`src/hdl/w64sce_pkg.sv`:
```
`timescale 1ns / 1ps

package w64sce_pkg;

  localparam int unsigned SymW   = 6;
  localparam int unsigned SeedW  = 32;
  localparam int unsigned WordW  = 32;
  localparam int unsigned InDataW  = 40;
  localparam int unsigned OutDataW = 64;

  localparam logic [WordW-1:0] ScrFallback = 32'hDEAD_BEEF;

  // beat kind carried on in_tuser
  typedef enum logic {
    KIND_ENCODE = 1'b0,
    KIND_RESEED = 1'b1
  } kind_t;

  // one xorshift32 step (13, 17, 5) with zero replaced by the fallback
  function automatic logic [WordW-1:0] xorshift_step(input logic [WordW-1:0] s);
    logic [WordW-1:0] v;
    v = s;
    v = v ^ (v << 13);
    v = v ^ (v >> 17);
    v = v ^ (v << 5);
    if (v == '0) begin
      v = ScrFallback;
    end
    return v;
  endfunction

  // seed load value, zero maps to the fallback
  function automatic logic [WordW-1:0] seed_map(input logic [SeedW-1:0] seed);
    return (seed == '0) ? ScrFallback : seed;
  endfunction

  // one half of a 64-chip walsh row; chip k of the half sits at bit 31-k
  function automatic logic [WordW-1:0] walsh_half(input logic [SymW-1:0] sym,
                                                 input logic hi_half_sel);
    logic [WordW-1:0] w;
    logic [SymW-1:0]  j;
    w = '0;
    for (int k = 0; k < WordW; k++) begin
      j = {hi_half_sel, 5'(k)};
      w[WordW-1-k] = ~(^(sym & j));
    end
    return w;
  endfunction

endpackage

```
`src/hdl/walsh64_scrambled_chip_encoder_unit.sv`:
```
`timescale 1ns / 1ps

// Walsh-64 chip encoder with xorshift32 scrambling. An encode beat (in_tuser = 0) spreads
// a 6-bit symbol into a 64-chip Walsh-Hadamard row (chip j is 1 when parity(symbol & j) is
// even, chip 0 at out_tdata[31]) and XORs chips 0..31 and 32..63 with two successive
// xorshift32 states; a reseed beat (in_tuser = 1) loads the scrambler state and emits no
// output beat. The block takes one beat per cycle except while an encode beat waits on a
// full result register that out_tready does not drain; an encode beat passes through the input
// register and then the result register. Both walsh halves and the two chained xorshift steps sit in the single stage
// between those registers. Reset loads the scrambler with 0xDEADBEEF, and a zero seed or
// a zero xorshift result is replaced by that value.
module walsh64_scrambled_chip_encoder_unit (
  input  logic                                 clk,
  input  logic                                 rst_n,
  input  logic                                 in_tvalid,
  output logic                                 in_tready,
  input  logic [w64sce_pkg::InDataW-1:0]       in_tdata,   // symbol[5:0], seed[37:6], zero pad
  input  logic                                 in_tuser,   // kind: 0 encode, 1 reseed
  output logic                                 out_tvalid,
  input  logic                                 out_tready,
  output logic [w64sce_pkg::OutDataW-1:0]      out_tdata   // chips_high[31:0], chips_low[63:32]
);

  import w64sce_pkg::*;

  logic                 in_valid_r;
  kind_t                in_kind_r;
  logic [SymW-1:0]      in_sym_r;
  logic [SeedW-1:0]     in_seed_r;
  logic [WordW-1:0]     scr_state_r;
  logic [WordW-1:0]     scr_state_nxt;
  logic                 out_valid_r;
  logic [WordW-1:0]     chips_hi_r;
  logic [WordW-1:0]     chips_lo_r;
  logic [WordW-1:0]     key_hi;
  logic [WordW-1:0]     key_lo;
  logic                 advance;
  logic                 is_encode;

  // the input stage moves on unless an encode beat finds the result register blocked
  assign is_encode = (in_kind_r == KIND_ENCODE);
  assign advance   = in_valid_r && (!is_encode || !out_valid_r || out_tready);
  assign in_tready = !in_valid_r || advance;

  // two chained scrambler steps
  assign key_hi = xorshift_step(scr_state_r);
  assign key_lo = xorshift_step(key_hi);

  // scrambler state update
  always_comb begin
    scr_state_nxt = scr_state_r;
    if (advance) begin
      scr_state_nxt = is_encode ? key_lo : seed_map(in_seed_r);
    end
  end

  // input register
  always_ff @(posedge clk) begin
    if (!rst_n) begin
      in_valid_r <= 1'b0;
    end else if (in_tready) begin
      in_valid_r <= in_tvalid;
    end
  end

  always_ff @(posedge clk) begin
    if (in_tready && in_tvalid) begin
      in_kind_r <= kind_t'(in_tuser);
      in_sym_r  <= in_tdata[SymW-1:0];
      in_seed_r <= in_tdata[SymW+SeedW-1:SymW];
    end
  end

  // scrambler state register
  always_ff @(posedge clk) begin
    if (!rst_n) begin
      scr_state_r <= ScrFallback;
    end else begin
      scr_state_r <= scr_state_nxt;
    end
  end

  // result register
  always_ff @(posedge clk) begin
    if (!rst_n) begin
      out_valid_r <= 1'b0;
    end else if (advance && is_encode) begin
      out_valid_r <= 1'b1;
    end else if (out_tready) begin
      out_valid_r <= 1'b0;
    end
  end

  always_ff @(posedge clk) begin
    if (advance && is_encode) begin
      chips_hi_r <= walsh_half(in_sym_r, 1'b0) ^ key_hi;
      chips_lo_r <= walsh_half(in_sym_r, 1'b1) ^ key_lo;
    end
  end

  assign out_tvalid = out_valid_r;
  assign out_tdata  = {chips_lo_r, chips_hi_r};

  // scrambler state never reaches zero
  assert property (@(posedge clk) disable iff (!rst_n) scr_state_r != '0)
    else $error("scrambler state is zero");

  // a reseed beat leaving the input stage loads the mapped seed
  assert property (@(posedge clk) disable iff (!rst_n)
    (advance && !is_encode) |=> (scr_state_r == $past(seed_map(in_seed_r))))
    else $error("reseed did not load the scrambler state");

  // an encode beat leaving the input stage fills the result register
  assert property (@(posedge clk) disable iff (!rst_n)
    (advance && is_encode) |=> out_valid_r)
    else $error("encode beat lost");

  // input back-pressure only when both stages are occupied
  assert property (@(posedge clk) disable iff (!rst_n)
    !in_tready |-> (in_valid_r && out_valid_r && !out_tready))
    else $error("input stalled without cause");

endmodule
```
`config.mk`:
```
export PLATFORM = sky130hd
export DESIGN_NAME = walsh64_scrambled_chip_encoder_unit
export DESIGN_NICKNAME = d
export VERILOG_FILES = /design/src/hdl/w64sce_pkg.sv /design/src/hdl/walsh64_scrambled_chip_encoder_unit.sv
export SDC_FILE = /design/constraint.sdc
export NUM_CORES = 1
export LEC_CHECK = 0
export BUFFER_PORTS_ARGS = -buffer_cell sky130_fd_sc_hd__buf_2
export CORE_MARGIN = 1.5
export CORE_UTILIZATION = 30
export DETAILED_ROUTE_END_ITERATION = 7
export PLACE_DENSITY = 0.5
export RECOVER_POWER = 100
export SLEW_MARGIN = 20
export SYNTH_ARGS = -nofsm -noshare
export SYNTH_HDL_FRONTEND = slang
export SYNTH_SLANG_ARGS = --single-unit
```
`constraint.sdc`:
```
create_clock -name clk -period 3.7 [get_ports clk]
set_clock_uncertainty 0.05 [all_clocks]
set_input_delay 0.74 -clock clk [delete_from_list [all_inputs] [get_ports clk]]
set_output_delay 0.74 -clock clk [all_outputs]
set_load 0.01 [all_outputs]
```
# Word level (Yosys, flattened, before mapping)
# Index checks and enable logic that the tools add are counted.
[word_totals]
output_inout_bits = 66
inputBits = 45
wordCells = 161
register_bits = 137
[op_classes]
n_bitwise = 72
n_reduce_logical = 75
muxes = 6
[op_table]
columns = ["op", "n"]
rows = [
  ["6-bit parity", 63],
  ["32-bit XOR", 6],
  ["32-bit two-way mux", 4],
  ["32-bit logical NOT", 3],
  ["1-bit inverter", 64],
  ["32-bit by 15-bit XOR with 32-bit output", 2],
  ["1-bit logical AND", 3],
  ["1-bit logical OR", 3],
  ["1-bit logical NOT", 2],
  ["1-bit two-way mux", 2],
  ["2-bit nonzero test", 1],
]

# Logic depth before layout (Yosys ltp)
# Gate-level depths: netlist of the first run.
[depth]
depth_word = 11
depth_mapped = 12
ltp_nobuf = 8

# Worst setup path after synthesis of the first run
# OpenSTA, ideal clock, no wires.
[synth_timing]
path_kind = "input -> register"
from = "input port out_tready"
to = "register scr_state_r[13]"
path_slack_ns = 0.300
required_time_ns = 3.518
path_buffers = 0
t_arrival_ns = 3.218
stages = 8
path_cell_list = "nand2b_1 nor2_1 nor2b_1 nand2_1 inv_1 nand2_1 o41ai_1 a21oi_1"
[synth_via]
elab_chain_len = 2
[synth_rtl]
columns = ["element", "line", "source"]
rows = [
  ["from (decl)", "walsh64_scrambled_chip_encoder_unit.sv:20", "input logic out_tready,"],
  ["1-bit logical OR", "walsh64_scrambled_chip_encoder_unit.sv:42", "assign advance = in_valid_r && (!is_encode || !out_valid_r || out_tready);"],
  ["1-bit logical AND", "walsh64_scrambled_chip_encoder_unit.sv:42", ""],
  ["to (signal assigned)", "walsh64_scrambled_chip_encoder_unit.sv:77", "scr_state_r <= ScrFallback;"],
  ["to (signal assigned)", "walsh64_scrambled_chip_encoder_unit.sv:79", "scr_state_r <= scr_state_nxt;"],
  ["to (decl)", "walsh64_scrambled_chip_encoder_unit.sv:30", "logic [WordW-1:0] scr_state_r;"],
]
# Every way passes these cells.
# A chain may end at the register's enable or synchronous reset.

# Worst setup path in the final report of the first run
[layout_timing]
from = "register scr_state_r[8]"
to = "register chips_lo_r[18] (data pin)"
[layout_via]
elab_chain_len = 11
[layout_rtl]
columns = ["element", "line", "source"]
rows = [
  ["32-bit XOR *", "w64sce_pkg.sv:23", "v = v ^ (v << 13);"],
  ["32-bit by 15-bit XOR with 32-bit output *", "w64sce_pkg.sv:24", "v = v ^ (v >> 17);"],
  ["32-bit XOR *", "w64sce_pkg.sv:25", "v = v ^ (v << 5);"],
  ["32-bit logical NOT", "w64sce_pkg.sv:26", "if (v == '0) begin"],
  ["32-bit two-way mux *", "w64sce_pkg.sv:26", ""],
  ["32-bit XOR *", "w64sce_pkg.sv:23", ""],
  ["32-bit by 15-bit XOR with 32-bit output *", "w64sce_pkg.sv:24", ""],
  ["32-bit XOR *", "w64sce_pkg.sv:25", ""],
  ["32-bit logical NOT", "w64sce_pkg.sv:26", ""],
  ["32-bit two-way mux *", "w64sce_pkg.sv:26", ""],
  ["32-bit XOR *", "walsh64_scrambled_chip_encoder_unit.sv:97", "chips_lo_r <= walsh_half(in_sym_r, 1'b1) ^ key_lo;"],
  ["to (signal assigned)", "walsh64_scrambled_chip_encoder_unit.sv:97", ""],
  ["to (decl)", "walsh64_scrambled_chip_encoder_unit.sv:34", "logic [WordW-1:0] chips_lo_r;"],
]
# Mark *: on every way between the ends. The rest lies on a longest branch, timed or not.

==> results of run 1 <==
[per-stage QoR]
step           instances  hold WS (ns)  utilization (%)
2_1_floorplan        709         0.407                -
3_3_place_gp        1170         0.425             35.1
3_5_place_dp        1170         0.439             35.1
4_1_cts             1202         0.410             37.6
5_1_grt             1202         0.409             37.0
6_report            1202         0.430             37.0
[registers in the layout, indices dropped and copies added, names as in the netlist]
signal	cells
scr_state_r	32
in_valid_r	1
out_tvalid	1
in_sym_r	6
in_seed_r	32
chips_hi_r	32
chips_lo_r	32
in_kind_r	1
[cell usage in the layout (no fill, tap or decap), drive strengths merged, types with 5 or more instances in the layout]
master / netlist / final
a211o: 5 / 5
nor3: 8 / 8
nor4: 11 / 11
o21ai: 31 / 31
xor2: 71 / 71
buf: 10 / 80
nor2: 33 / 33
o221ai: 8 / 8
nand3: 18 / 18
o211ai: 10 / 10
a31oi: 9 / 9
a21oi: 21 / 21
clkbuf: 31 / 104
nand4: 6 / 6
dfxtp: 34 / 34
nand2b: 5 / 5
xnor2: 174 / 174
xnor3: 12 / 12
or3: 6 / 6
edfxtp: 103 / 103
inv: 7 / 15
nand2: 55 / 55
[synth_stat cells (8+ instances only)]
cell type	count	area, um2
xnor2_1	172	1510
a21oi_1	21	105
xnor3_1	12	270
a31oi_1	9	56.3
nor4_1	11	68.8
xor2_1	70	613
edfxtp_1	103	3090
o21ai_0	31	155
o211ai_1	10	75.1
nor2_1	33	124
nor3_1	8	40.0
dfxtp_1	34	681
o221ai_1	8	70.1
clkbuf_1	31	116
nand2_1	55	206
nand3_1	18	90.1
[worst max path at each step]
stage / start / end / slack [ns] / cells after the start
final: scr_state_r[8] / chips_lo_r[18] / 0.20 / 8
after global routing: scr_state_r[8] / chips_lo_r[18] / 0.06 / 8
after CTS: scr_state_r[2] / chips_lo_r[18] / 0.25 / 8
after detailed placement: scr_state_r[2] / chips_lo_r[18] / 0.27 / 8
after global placement: scr_state_r[2] / chips_lo_r[18] / 0.21 / 8
after floorplan: out_tready / scr_state_r[13] / 0.30 / 8
[cell type report]
cell class                 count  share of cell area (%)
clock buffer                  17                    4.43
inverter                       7                   0.274
multi-input combinational    524                    40.9
timing repair buffer         167                    8.57
clock inverter                15                    2.16
sequential                   137                    39.3
tap                          335                    4.37
[routing by layer]
| layer | track usage [%] | vias to the layer above | wire [um] |
|---|---|---|---|
| met4 | 4.42 | 0 | 293 |
| met5 | 0 | - | 0 |
| li1 | - | 2785 | - |
| met2 | 25.6 | 191 | 10000 |
| met1 | 25.5 | 2709 | 11400 |
| met3 | 3.45 | 19 | 1220 |
[kinds of logic (layout without fill, tap and decap cells)]
kind of cell / Yosys count / count (layout) / synth area share (%)
XOR/XNOR: 258 / 258 / 31.2
AND/OR/NAND/NOR: 161 / 161 / 9.81
buffers and inverters: 48 / 206 / 2.57
AO/OA/AOI/OAI: 104 / 104 / 8.55
multiplexers: 1 / 1 / 0.127
flip-flops: 137 / 137 / 47.8
==> run summary, run 1 <==
Status: complete, but fails checks
Failing checks: capacitance limit, slew limit
Ys flop type: edfxtp_1
Clock Sink Count: 137
CTS tree: done
Remaining global-route overflow: 0
Max FO, Critical Path: 7
Share of cells above drive strength 1: 14.0%
Cells after synthesis: 709
DP HPWL: 17.9 mm
Max_cap viols: 1
Max Slew Vio Count: 40
Post-CTS Setup Inserts: 0
Asr flop ratio synth: 0%
Final instance area: 9600 um2
Routability cong.: 0.903
Htree depth: 4
CTS max path bufs: 2
Critical Path RT: 3.82 ns
Hold Path Depth: 1
Clock transition at path regs: 0.07 ns
Worst Hold Class: primary input to register
Hold path start: in_tuser
Clock latency on the worst-skew pair: 0.43 ns
Mapped Avg Cell Area: 11.1 um2
# IOs: 111
DR vias: 5,704
Setup crit end kind: register
Root Buffer: clkbuf_16
Initial antenna violation count: 0
Dpl ws: 0.269 ns
Vias in the first global route: 5,455
Setup-failing EPs final: 0
Worst Tran Pin Value: 1.76 ns
# DRC: 0
Drt pass-1 iters: 5
Multi-input logic area: 3930 um2
DIE WIDTH: 165 um
Yosys warns: 0
FP Rows: 59
Wire per inst: 19.1 um
CTS Buf Count: 17
Setup TNS: 0 ns
IO Port Bufs: 108
Total Wirelength: 23.0 mm
Sequential area share after synthesis: 47.8%
Crit path DAT: 3.61 ns
Unrepaired setup endpoints after global routing: no
Hold Path End: in_kind_r
Flop-to-flop setup slack: 0.20 ns
Bufs and invs on worst path: 1
Syn nets: 754
R2r startpoint: scr_state_r[8]
Area delta synth->final: 21.6%
Total track usage: 17.3%
Worst setup margin: 0.202 ns
Top cell by count, worst path: xnor3_1
First-pass GRT wire length: 34.1 mm
Number of antenna diodes: 0
FILL cells: 2,671
Netlist Area Pre-Place: 7900 um2
Largest net degree at the start of global routing: 43
Vias per cell: 4.75
Die Footprint: 27,300 um2
Dpl cell area: 9130 um2
Initial DRC count: 441
Tmin final: 3.50 ns
Post-CTS Resized: 0
Initial Util: 30.4%
Antenna-violating nets left: 0
Cells along the critical path: xnor3_1 -> clkbuf_1 -> xnor3_1 -> xnor2_1 -> nand2_1 -> o221ai_1 -> a22o_1 -> xnor3_1
Worst path top cell family by delay: XOR/XNOR gates
Yosys reg bits: 137
Period utilization: 94.5%
EDFF count, synth: 103
Final Hold Vio Count: 0
Height of the die: 165 um
FF-to-FF path depth: 8
Crit start category: register
Worst path slowest cell: xnor3_1
Worst reg2reg endpoint: chips_lo_r[18]
Slew HR: -17.4%
Crit path largest cell delay: 0.62 ns
CTS hold repair buffers: 0
Nets: 899
Crit Path Class: register to register
Core area: 26,000 um2
Top achievable clock speed: 286 MHz
Cell variety after synth: 51
Total area of sequential cells: 3770 um2
Power of run 1 is not shown: default switching activity piles up to over one toggle a cycle in this logic, so the estimate is an artifact.
==> inputs of run 2 (changes only) <==
- CAP_MARGIN: unset -> 15
- PLACE_DENSITY: 0.5 -> 0.47
==> run 2 against run 1 <==
Compared with the run above:
- the run still ends with capacitance limit, slew limit left
- core utilization decreased by 0.072 points
- hold slack got worse by 0.0053 ns
- setup slack improved by 0.034 ns
- global-route usage increased by 0.28 points
- final area decreased by 0.20%
- sequential share of layout area increased by 0.077 points
- highest routed layer unchanged
- register-to-register slack improved by 0.03 ns
- critical path depth decreased by 1
- via count decreased by 1.6%
- cell count unchanged
- routed wire length increased by 2.1%
==> run summary, run 2 (synthesis results as in run 1) <==
Most frequent cells in the layout: xnor2_1 (172), edfxtp_1 (103), clkbuf_1 (88), xor2_1 (71), nand2_1 (55)
Post-CTS Setup Inserts: 0 (unchanged)
Largest net degree at the start of global routing: 44 (+2.3%)
Max FO, Critical Path: 7 (unchanged)
Wire per inst: 19.5 um (+2.1%)
Post-CTS Resized: 0 (unchanged)
Commonest non-fill, non-tap cell in the layout: xnor2_1
R2r startpoint: scr_state_r[20]
Crit start category: register
Initial antenna violation count: 0 (unchanged)
# DRC: 0 (unchanged)
Finished Layout Cells: 1,202 (unchanged)
Final Hold Vio Count: 0 (unchanged)
Number of antenna diodes: 0 (unchanged)
First-pass GRT wire length: 34.1 mm (+0.14%)
Crit path DAT: 3.58 ns (-0.03 ns)
Vias per cell: 4.67 (-1.6%)
CTS Buf Count: 17 (unchanged)
Tmin final: 3.46 ns (-0.0337 ns)
CTS tree: done
Core area: 26,000 um2 (unchanged)
# IOs: 111 (unchanged)
Hold path start: in_tdata[36]
DR vias: 5,612 (-1.6%)
Worst Hold Class: primary input to register
Clock latency on the worst-skew pair: 0.43 ns (about the same)
IO Port Bufs: 108 (unchanged)
DP HPWL: 18.1 mm (+1.4%)
Failing checks: capacitance limit, slew limit
Clock Sink Count: 137 (unchanged)
Critical Path RT: 3.82 ns (about the same)
Worst path top cell family by delay: XOR/XNOR gates
Total Wirelength: 23.4 mm (+2.1%)
Initial DRC count: 506 (+15%)
Remaining global-route overflow: 0 (unchanged)
Crit path largest cell delay: 0.73 ns (+0.11 ns)
Slew HR: -73.5% (-56 points)
Height of the die: 165 um (unchanged)
Max_cap viols: 1 (unchanged)
Setup-failing EPs final: 0 (unchanged)
Cells along the critical path: xnor2_1 -> xor2_1 -> a31oi_1 -> or4_1 -> or2_0 -> a22o_1 -> xnor3_1
Setup TNS: 0 ns (unchanged)
Max Slew Vio Count: 40 (unchanged)
Worst Tran Pin Value: 2.60 ns (+0.840 ns)
Initial Util: 30.4% (unchanged)
Unrepaired setup endpoints after global routing: no
Root Buffer: clkbuf_16
Share of cells above drive strength 1: 13.6% (-0.35 points)
Worst setup margin: 0.236 ns (+0.0337 ns)
DIE WIDTH: 165 um (unchanged)
Htree depth: 4 (unchanged)
Bufs and invs on worst path: 0 (-1)
Area delta synth->final: 21.3%
Vias in the first global route: 5,337 (-2.2%)
Final instance area: 9580 um2 (-0.20%)
Nets: 899 (unchanged)
Die Footprint: 27,300 um2 (unchanged)
Dpl ws: 0.307 ns (+0.0381 ns)
Placed Cells: 1,170 (unchanged)
Antenna-violating nets left: 0 (unchanged)
Total track usage: 17.6% (+0.28 points)
CTS hold repair buffers: 0 (unchanged)
FP Rows: 59 (unchanged)
Drt pass-1 iters: 4 (-1)
Setup crit end kind: register
Status: complete, but fails checks
Top achievable clock speed: 289 MHz (+0.97%)
Routability cong.: 0.898 (-0.56%)
Crit path from: scr_state_r[20]
Worst path slowest cell: xor2_1
Clock transition at path regs: 0.07 ns (about the same)
Crit Path Class: register to register
Dpl cell area: 9130 um2 (unchanged)
Period utilization: 93.6% (-0.91 points)
CTS max path bufs: 2 (unchanged)
run 2: layout make-up:
type                            instances  area (um2)
Clock inverter                         15         204
Timing Repair Buffer                  167         816
Fill cell                            2695       16400
Sequential cell                       137        3770
Inverter                                7        26.3
Clock buffer                           17         425
Tap cell                              335         419
Multi-Input combinational cell        524        3920
run 2: per-layer routing:
layer | share of wire (%) | up-vias | track usage (%)
met1 | 51 | 2650 | 25.8
met5 | 0 | - | 0
li1 | - | 2779 | -
met2 | 42 | 157 | 25.5
met3 | 4.9 | 26 | 3.95
met4 | 2.0 | 0 | 5.12
run 2: final timing paths:
| kind | end | slack, ns | cells after the start |
|---|---|---|---|
| setup / recovery | chips_lo_r[18] | 0.24 | 7 |
| hold / removal | in_seed_r[30] | 0.42 | 1 |
| setup reg to reg | chips_lo_r[18] | 0.24 | 7 |
| hold reg to reg | scr_state_r[27] | 0.44 | 2 |
run 2: through the flow:
step | util, % | hold WS, ns
6_report | 36.9 | 0.425
5_1_grt | 36.9 | 0.403
4_1_cts | 37.6 | 0.410
3_5_place_dp | 35.1 | 0.429
3_3_place_gp | 35.1 | 0.426
2_1_floorplan | - | 0.407
run 2: worst reg2reg max path: cells and delay by family (launching register included):
kind / cells / cell delay, ns
AOI/OAI and AO/OA: 2 / 0.42
xor gates and xnor gates: 3 / 1.39
DFF: 1 / 0.34
and+or+nand+nor: 2 / 1.00
Power of run 2 is left out for the same reason.
